`src/design/tsrb_pkg.sv`:
```
// Shared types for the timestamped sample ring buffer.
// Operation codes and the walk sequencer state; no dependencies.
`timescale 1ns / 1ps
`default_nettype none

package tsrb_pkg;

    typedef enum logic [1:0] {
        FUNC_PUSH     = 2'd0,
        FUNC_SNAPSHOT = 2'd1,
        FUNC_SLICE    = 2'd2,
        FUNC_CLEAR    = 2'd3
    } func_t;

    typedef enum logic [1:0] {
        ST_IDLE = 2'd0,
        ST_READ = 2'd1,
        ST_EVAL = 2'd2,
        ST_FIN  = 2'd3
    } state_t;

endpackage

`default_nettype wire

```
`src/design/tsrb_ram.sv`:
```
// Simple dual-port sample store: one write port, one read port with
// registered read data. No dependencies.
`timescale 1ns / 1ps
`default_nettype none

module tsrb_ram #(
    parameter int DEPTH  = 32,
    parameter int WIDTH  = 112,
    parameter int ADDR_W = 5
) (
    input  wire logic              clk,
    input  wire logic              wen,
    input  wire logic [ADDR_W-1:0] waddr,
    input  wire logic [WIDTH-1:0]  wdata,
    input  wire logic              ren,
    input  wire logic [ADDR_W-1:0] raddr,
    output logic      [WIDTH-1:0]  rdata
);

    logic [WIDTH-1:0] mem [DEPTH];
    logic [WIDTH-1:0] rdata_reg;

    always_ff @(posedge clk)
    begin
        if (wen)
        begin
            mem[waddr] <= wdata;
        end
        if (ren)
        begin
            rdata_reg <= mem[raddr];
        end
    end

    assign rdata = rdata_reg;

endmodule

`default_nettype wire

```
`src/design/timestamped_sample_ring_buffer_core.sv`:
```
// Top level of the timestamped sample ring buffer.
// Uses tsrb_pkg (codes, states) and tsrb_ram (sample store).
//
// Usage:
//   Input channel (in_valid/in_ready) carries one operation per item: push,
//   snapshot, time slice or clear. Output channel (out_valid/out_ready)
//   returns result items, the final one for each input item flagged by last.
//   Push and clear each give one no_data result the next
//   cycle; pushes are accepted every cycle while results drain.
//   A snapshot or slice walks the stored entries oldest to newest, with a
//   read of the store and then a compare for each entry, then a closing
//   step. One matching entry is held back so the last flag can be placed
//   on the final match.
//   An empty ring, an empty window or an inverted window gives one no_data
//   result. Input is refused while a walk runs.
//   Reset clears the write pointer, the full flag and the output valid flag;
//   the store contents are not cleared and are never read before written.
//   When the receiver stalls, the output register holds its item and the
//   walk pauses on the next match.
`timescale 1ns / 1ps
`default_nettype none

module timestamped_sample_ring_buffer_core
    import tsrb_pkg::*;
#(
    parameter int DEPTH         = 32,
    parameter int PAYLOAD_WIDTH = 64,
    parameter int TIME_WIDTH    = 48
) (
    input  wire logic                     clk,
    input  wire logic                     rst_n,
    input  wire logic                     in_valid,
    output logic                          in_ready,
    input  wire logic [1:0]               func,
    input  wire logic [PAYLOAD_WIDTH-1:0] sample_payload,
    input  wire logic [TIME_WIDTH-1:0]    sample_time,
    input  wire logic [TIME_WIDTH-1:0]    window_start,
    input  wire logic [TIME_WIDTH-1:0]    window_end,
    output logic                          out_valid,
    input  wire logic                     out_ready,
    output logic [PAYLOAD_WIDTH-1:0]      out_payload,
    output logic [TIME_WIDTH-1:0]         out_time,
    output logic                          no_data,
    output logic                          last
);

    localparam int PTR_W   = $clog2(DEPTH);
    localparam int CNT_W   = $clog2(DEPTH + 1);
    localparam int ENTRY_W = PAYLOAD_WIDTH + TIME_WIDTH;
    localparam logic [PTR_W-1:0] PTR_LAST = PTR_W'(DEPTH - 1);
    localparam logic [CNT_W-1:0] CNT_FULL = CNT_W'(DEPTH);
    localparam logic [CNT_W-1:0] CNT_ONE  = CNT_W'(1);

    state_t state_reg, state_next;

    logic [PTR_W-1:0] wp_reg;
    logic             full_reg;
    logic [PTR_W-1:0] addr_reg;
    logic [CNT_W-1:0] remain_reg;
    logic             filter_reg;
    logic [TIME_WIDTH-1:0] lo_reg;
    logic [TIME_WIDTH-1:0] hi_reg;

    logic                     held_valid_reg;
    logic [PAYLOAD_WIDTH-1:0] held_payload_reg;
    logic [TIME_WIDTH-1:0]    held_time_reg;

    logic                     out_valid_reg;
    logic [PAYLOAD_WIDTH-1:0] out_payload_reg;
    logic [TIME_WIDTH-1:0]    out_time_reg;
    logic                     no_data_reg;
    logic                     last_reg;

    logic slot_free;
    logic in_fire;
    logic is_query;
    logic is_slice;
    logic ring_empty;
    logic inverted;
    logic start_walk;

    logic [ENTRY_W-1:0]       rdata;
    logic [PAYLOAD_WIDTH-1:0] rd_payload;
    logic [TIME_WIDTH-1:0]    rd_time;
    logic                     match;

    // control from the sequencer
    logic mem_ren;
    logic mem_wen;
    logic step;
    logic held_load;
    logic out_load;
    logic out_nodata;
    logic out_last;
    logic stall;

    assign slot_free  = !out_valid_reg || out_ready;
    assign in_ready   = (state_reg == ST_IDLE) && slot_free;
    assign in_fire    = in_valid && in_ready;
    assign is_slice   = (func_t'(func) == FUNC_SLICE);
    assign is_query   = (func_t'(func) == FUNC_SNAPSHOT) || is_slice;
    assign ring_empty = !full_reg && (wp_reg == '0);
    assign inverted   = is_slice && (window_end < window_start);
    assign start_walk = in_fire && is_query && !ring_empty && !inverted;
    assign mem_wen    = in_fire && (func_t'(func) == FUNC_PUSH);

    assign rd_payload = rdata[ENTRY_W-1:TIME_WIDTH];
    assign rd_time    = rdata[TIME_WIDTH-1:0];
    assign match      = !filter_reg ||
                        ((rd_time != '0) && (rd_time >= lo_reg) && (rd_time <= hi_reg));
    assign stall      = match && held_valid_reg && !slot_free;

    tsrb_ram #(
        .DEPTH  (DEPTH),
        .WIDTH  (ENTRY_W),
        .ADDR_W (PTR_W)
    ) u_ram (
        .clk   (clk),
        .wen   (mem_wen),
        .waddr (wp_reg),
        .wdata ({sample_payload, sample_time}),
        .ren   (mem_ren),
        .raddr (addr_reg),
        .rdata (rdata)
    );

    // next state
    always_comb
    begin
        state_next = state_reg;
        unique case (state_reg)
            ST_IDLE:
            begin
                if (start_walk)
                begin
                    state_next = ST_READ;
                end
            end
            ST_READ:
            begin
                state_next = ST_EVAL;
            end
            ST_EVAL:
            begin
                if (!stall)
                begin
                    state_next = (remain_reg == CNT_ONE) ? ST_FIN : ST_READ;
                end
            end
            ST_FIN:
            begin
                if (slot_free)
                begin
                    state_next = ST_IDLE;
                end
            end
            default:
            begin
                state_next = ST_IDLE;
            end
        endcase
    end

    // sequencer outputs
    always_comb
    begin
        mem_ren    = 1'b0;
        step       = 1'b0;
        held_load  = 1'b0;
        out_load   = 1'b0;
        out_nodata = 1'b1;
        out_last   = 1'b1;
        unique case (state_reg)
            ST_IDLE:
            begin
                out_load = in_fire && !start_walk;
            end
            ST_READ:
            begin
                mem_ren = 1'b1;
            end
            ST_EVAL:
            begin
                if (!stall)
                begin
                    step       = 1'b1;
                    held_load  = match;
                    out_load   = match && held_valid_reg;
                    out_nodata = 1'b0;
                    out_last   = 1'b0;
                end
            end
            ST_FIN:
            begin
                out_load   = slot_free;
                out_nodata = !held_valid_reg;
            end
            default:
            begin
                mem_ren = 1'b0;
            end
        endcase
    end

    // control state
    always_ff @(posedge clk or negedge rst_n)
    begin
        if (!rst_n)
        begin
            state_reg      <= ST_IDLE;
            wp_reg         <= '0;
            full_reg       <= 1'b0;
            held_valid_reg <= 1'b0;
            out_valid_reg  <= 1'b0;
        end
        else
        begin
            state_reg <= state_next;
            if (in_fire)
            begin
                unique case (func_t'(func))
                    FUNC_PUSH:
                    begin
                        if (wp_reg == PTR_LAST)
                        begin
                            wp_reg   <= '0;
                            full_reg <= 1'b1;
                        end
                        else
                        begin
                            wp_reg <= wp_reg + 1'b1;
                        end
                    end
                    FUNC_CLEAR:
                    begin
                        wp_reg   <= '0;
                        full_reg <= 1'b0;
                    end
                    default:
                    begin
                        wp_reg <= wp_reg;
                    end
                endcase
            end
            // the held entry stays until the closing item is loaded for output
            if (start_walk || ((state_reg == ST_FIN) && slot_free))
            begin
                held_valid_reg <= 1'b0;
            end
            else if (held_load)
            begin
                held_valid_reg <= 1'b1;
            end
            if (out_load)
            begin
                out_valid_reg <= 1'b1;
            end
            else if (out_ready)
            begin
                out_valid_reg <= 1'b0;
            end
        end
    end

    // walk and result datapath
    always_ff @(posedge clk)
    begin
        if (start_walk)
        begin
            addr_reg   <= full_reg ? wp_reg : '0;
            remain_reg <= full_reg ? CNT_FULL : CNT_W'(wp_reg);
            filter_reg <= is_slice;
            lo_reg     <= window_start;
            hi_reg     <= window_end;
        end
        else if (step)
        begin
            addr_reg   <= (addr_reg == PTR_LAST) ? '0 : addr_reg + 1'b1;
            remain_reg <= remain_reg - 1'b1;
        end
        if (out_load)
        begin
            out_payload_reg <= out_nodata ? '0 : held_payload_reg;
            out_time_reg    <= out_nodata ? '0 : held_time_reg;
            no_data_reg     <= out_nodata;
            last_reg        <= out_last;
        end
        if (held_load)
        begin
            held_payload_reg <= rd_payload;
            held_time_reg    <= rd_time;
        end
    end

    assign out_valid   = out_valid_reg;
    assign out_payload = out_payload_reg;
    assign out_time    = out_time_reg;
    assign no_data     = no_data_reg;
    assign last        = last_reg;

endmodule

`default_nettype wire
```
`config.mk`:
```
export PLATFORM = sky130hd
export DESIGN_NAME = timestamped_sample_ring_buffer_core
export DESIGN_NICKNAME = d
export VERILOG_FILES = /design/src/design/tsrb_pkg.sv /design/src/design/tsrb_ram.sv /design/src/design/timestamped_sample_ring_buffer_core.sv
export SDC_FILE = /design/constraint.sdc
export NUM_CORES = 2
export LEC_CHECK = 0
export ABC_AREA = 1
export BUFFER_PORTS_ARGS = -buffer_cell sky130_fd_sc_hd__buf_4
export CAP_MARGIN = 10
export CELL_PAD_IN_SITES_DETAIL_PLACEMENT = 2
export CELL_PAD_IN_SITES_GLOBAL_PLACEMENT = 2
export CORE_ASPECT_RATIO = 0.9
export CORE_UTILIZATION = 48
export CTS_CLUSTER_SIZE = 20
export DETAILED_ROUTE_END_ITERATION = 8
export PLACE_DENSITY_LB_ADDON = 0.1
export SLEW_MARGIN = 20
export SYNTH_ARGS = -nofsm -noshare
export SYNTH_HDL_FRONTEND = slang
export SYNTH_SLANG_ARGS = --single-unit
```
`constraint.sdc`:
```
create_clock -name clk -period 9.6 [get_ports clk]
set_clock_uncertainty 0.15 [all_clocks]
set_input_delay 0.96 -clock clk [delete_from_list [all_inputs] [get_ports clk]]
set_output_delay 0.96 -clock clk [all_outputs]
set_load 0.02 [all_outputs]
```
==> results of run 1 <==
cells by family after synthesis:
logic type / Yosys count / share of synthesized area
AND/OR/NAND/NOR: 2973 / 0.0713
buffers and inverters: 1003 / 0.0249
XOR/XNOR: 4 / 0.000222
AO/OA/AOI/OAI: 3544 / 0.124
flip-flops: 4040 / 0.767
adder cells (fa/ha/maj): 155 / 0.0123
stage by stage:
step	std cells	area (um^2)	setup WS, ns	hold WS, ns
after global placement	15700	165000	4.35	0.254
after floorplan	11700	158000	2.23	0.250
==> metrics.csv, run 1 <==
stage,metric,value,unit
run_status,Error,[ERROR DPL-0033] detailed placement checks failed during check placement.,
synth,post-synthesis sequential area ratio,0.767,
placement,Post-DP HPWL,313000,um
synth,largest area contributor in the netlist,edfxtp_1,
synth,most frequent cell after synthesis,edfxtp_1,
synth,"top cells by area, synth","edfxtp_1 (77%), o21ai_0 (6.4%), nor2_1 (5.7%)",
synth,Seq cells post-synth,4040,
placement,placer congestion estimate,0.760,
floorplanning,cell row count,199,
floorplanning,die span in x,607,um
synth,ys flop type,edfxtp_1,
synth,YS warnings,0,
synth,Synth Cell Area,158000,um^2
run_status,status,did not finish,
synth,top post-synthesis cells by count,"edfxtp_1 (4030), nor2_1 (2381), o21ai_0 (2027)",
floorplanning,height of the die,546,um
synth,synth unique cells,37,
placement,port bufs,329,
synth,Synth async-reset ratio,0.00248,
synth,cell count after synthesis,11700,
floorplanning,initial core utilization,0.483,
floorplanning,io pins,330,
synth,Yosys top cell area share,0.766,
synth,Mapped Nets,12100,
run_status,failing step,detailed placement,
synth,mean post-synth cell area,13.5,um^2
synth,Post-synth EDFFs,4030,
==> run 2, diff against run 1 <==
Settings changed: CELL_PAD_IN_SITES_DETAIL_PLACEMENT 2 to default, CELL_PAD_IN_SITES_GLOBAL_PLACEMENT 2 to default, CORE_ASPECT_RATIO 0.9 to default, CORE_UTILIZATION 48 to 40, CTS_CLUSTER_SIZE 20 to default, PLACE_DENSITY_LB_ADDON 0.1 to 0.15.
==> run 2 against run 1 <==
Synthesized cell count is the same. Area after synthesis unchanged. The run now ends clean.
==> metrics.csv, run 2 <==
stage,metric,value,unit,change
run_status,status,"complete, no violations",,
power,maximum VDD drop,0.181,mV,
global_route,initial antenna violation count,48,,
synth,Seq cells post-synth,4040,,unchanged
sta,RSZ-0062 raised after global routing,false,,
worst_hold_path,worst hold endpoint,hi_reg[43],,
route,drt first pass iters,5,,
worst_setup_path,r2r endpoint,u_ram.rdata[102],,
cells_and_area,most frequent cells in the layout,"edfxtp_1 (4030), nor2_1 (2348), o21ai_0 (2027), o22ai_1 (1070), nand2_1 (532)",,
placement,DP Worst Slack,4.30,ns,
route,via count,101000,,
cells_and_area,max reg flops,3584,,
synth,"top cells by area, synth","edfxtp_1 (77%), o21ai_0 (6.4%), nor2_1 (5.7%)",,
worst_setup_path,Worst Setup Start Kind,flop,,
cells_and_area,Layout Cells excl Fill,17500,,
synth,Post-synth EDFFs,4030,,unchanged
synth,multiplexer share of the synthesized area,0,,unchanged
worst_setup_path,Worst R2R Start,addr_reg[0],,
synth,Mapped Nets,12100,,unchanged
worst_setup_path,"slowest stage cell, crit path",buf_4,,
worst_setup_path,"Worst Path Class, Setup",flop to flop,,
clocking,CTS tree,yes,,
sta,Final min period,5.38,ns,
synth,largest area contributor in the netlist,edfxtp_1,,
sta,worst slew pin tran,1.22,ns,
route,Avg WL per Cell,27.6,um,
clocking,cts bufs inserted,427,,
global_route,first-pass GRT wire length,691000,um,
synth,ys flop type,edfxtp_1,,
power,Pwr Density,266,nW/um^2,
worst_setup_path,"Max FO, Critical Path",171,,
sta,setup ws final,4.23,ns,
cells_and_area,Final Net Count,12300,,
floorplanning,full die area,398000,um^2,
synth,YS warnings,0,,unchanged
route,WL final,484000,um,
sta,total negative slack,0,ns,
cells_and_area,Fillers,34600,,
global_route,total congestion overflow,0,,
route,DR vias/cell,5.76,,
synth,XOR/XNOR Fraction of Synth Area,0.000222,,unchanged
placement,placed insts,16600,,
synth,post-synthesis sequential area ratio,0.767,,unchanged
route,number of routed nets with antenna violations,0,,
worst_setup_path,max incr delay on CP,0.89,ns,
worst_hold_path,Hold Crit Class,input pin to flop,,
global_route,largest net degree at the start of global routing,212,,
sta,FMAX,186,MHz,
synth,Synth async-reset ratio,0.00248,,unchanged
placement,port bufs,329,,unchanged
placement,Post-DP HPWL,230000,um,-27%
global_route,all-layer global routing usage,0.236,,
clocking,postcts setup bufs,0,,
clocking,Root Driver,clkbuf_16,,
cells_and_area,"most common cell after layout, fill and taps aside",edfxtp_1,,
worst_setup_path,critical-path cell list,"buf_12, buf_4, buf_4, buf_4, o21ai_0, o22ai_1, nor2_1, o32ai_1, nand2_1, nand2_1",,
worst_setup_path,"setup slack, reg-to-reg",4.23,ns,
floorplanning,initial core utilization,0.402,,-0.0807
global_route,vias in the first global route,97100,,
synth,Synth Area in Adders,0.0123,,unchanged
worst_setup_path,path depth of the worst reg2reg path,10,,
sta,final-report max-slew violation count,0,,
cells_and_area,Layout area overhead,14.3,%,
sta,post-route clock period utilization,0.560,,
synth,simple-gate area share of the yosys netlist,0.0713,,unchanged
clocking,clock buffer depth,4,,
synth,largest family of logic cells by synthesized area,compound AO/OA/AOI/OAI gates,,
cells_and_area,Util after Layout,0.460,,
floorplanning,height of the die,631,um,+15%
sta,Final Hold Viols,0,,
floorplanning,die span in x,631,um,+3.9%
route,DRT iter0 DRCs,10500,,
synth,top post-synthesis cells by count,"edfxtp_1 (4030), nor2_1 (2381), o21ai_0 (2027)",,
synth,most frequent cell after synthesis,edfxtp_1,,
clocking,"Clk pin slew, worst setup/hold paths",0.07,ns,
synth,cell count after synthesis,11700,,unchanged
floorplanning,cell row count,230,,+16%
sta,Slew headroom,0.185,,
worst_setup_path,"Req. time, crit path",10.31,ns,
synth,synth unique cells,37,,unchanged
clocking,worst-skew pair later-pin latency,0.99,ns,
synth,mean post-synth cell area,13.5,um^2,unchanged
power,P_leak,58.7,nW,
worst_setup_path,WP data arrival,6.09,ns,
clocking,Sinks on Clock Net,4040,,
synth,Yosys top cell area share,0.766,,unchanged
synth,Synth Cell Area,158000,um^2,unchanged
route,DRC,0,,
floorplanning,io pins,330,,unchanged
floorplanning,core region area,393000,um^2,
clocking,# resized after CTS,0,,
placement,placer congestion estimate,0.798,,+5.1%
worst_setup_path,Critical Path Sink Type,flop,,
flow_run,MaxCap Viol Count,0,,
worst_hold_path,Hold Startpoint,window_end[43],,
sta,Final Setup Violations,0,,
clocking,CTS H-Tree Depth,5,,
cells_and_area,fraction of layout cells with a size suffix above 1,0.0917,,
worst_setup_path,CP dominant cell by count,buf_4,,
synth,Synth Area in Compound Gates,0.124,,unchanged
worst_hold_path,worst hold path depth,1,,
==> run 2: cell counts after synthesis <==
Identical to the previous run, type by type.
==> run 2: kinds of logic after synthesis <==
family / Yosys count
AO/OA/AOI/OAI: 3544
XOR/XNOR: 4
adder cells (fa/ha/maj): 155
buffers and inverters: 1003
flip-flops: 4040
AND/OR/NAND/NOR: 2973
==> run 2: layout make-up <==
type                            instances  area (um^2)  area share
Clock buffer                          522        11100      0.0617
Sequential cell                      4040       121000       0.672
Clock inverter                        261         2310      0.0128
Tap cell                             5220         6530      0.0362
Timing Repair Buffer                  600         5340      0.0296
Inverter                              207          835     0.00462
Multi-Input combinational cell       6676        33100       0.183
Antenna cell                           18         45.0    0.000249
==> run 2: worst max path at each step <==
stage           startpoint                end  slack [ns]  cells after the start
6_report       addr_reg[0]   u_ram.rdata[102]        4.23                     10
5_1_grt        addr_reg[0]   u_ram.rdata[102]        3.97                     10
4_1_cts        addr_reg[0]   u_ram.rdata[102]        4.33                     10
3_5_place_dp       func[0]  u_ram.mem[22][68]        4.30                     10
3_3_place_gp       func[0]  u_ram.mem[22][69]        4.30                     10
2_1_floorplan    out_ready    u_ram.mem[0][0]        2.23                      6
==> run 2: routing by layer <==
metal / global-route usage / routed length, um / vias up
met5: 0 / 215 / -
met4: 0.0568 / 11100 / 36
met3: 0.0365 / 35900 / 683
met2: 0.384 / 227000 / 3799
met1: 0.334 / 210000 / 52200
li1: - / - / 44200
==> run 2: where the power goes <==
group / internal, mW / leakage (nW) / switching, mW
clock network: 9.13 / 6.54 / 6.92
logic: 3.10 / 15.7 / 8.14
registers: 20.4 / 36.5 / 0.395
total: 32.7 / 58.7 / 15.5
==> run 2: metrics by stage <==
step / power, mW / cell area [um^2] / hold slack, ns
6_report: 48.1 / 181000 / 0.0736
5_1_grt: 50.2 / 181000 / 0.0202
4_1_cts: 48.4 / 181000 / 0.00278
3_5_place_dp: 32.4 / 166000 / 0.256
3_3_place_gp: 32.3 / 166000 / 0.253
2_1_floorplan: 28.1 / 158000 / 0.250
==> run 2: timing repair <==
| action | 4_1_cts | 5_1_grt |
|---|---|---|
| setup endpoints to repair | 0 | 0 |
| hold endpoints to repair | 105 | 0 |
| hold buffers | 96 | 0 |
==> run 2: worst max-delay path, delay by kind of cell, from the launching register on <==
kind,cells,cell delay (ns)
flops,1,0.49
simple gates,3,0.26
buf+inv,4,2.96
compound gates,3,0.92
Power figures use the tool's default switching activity.
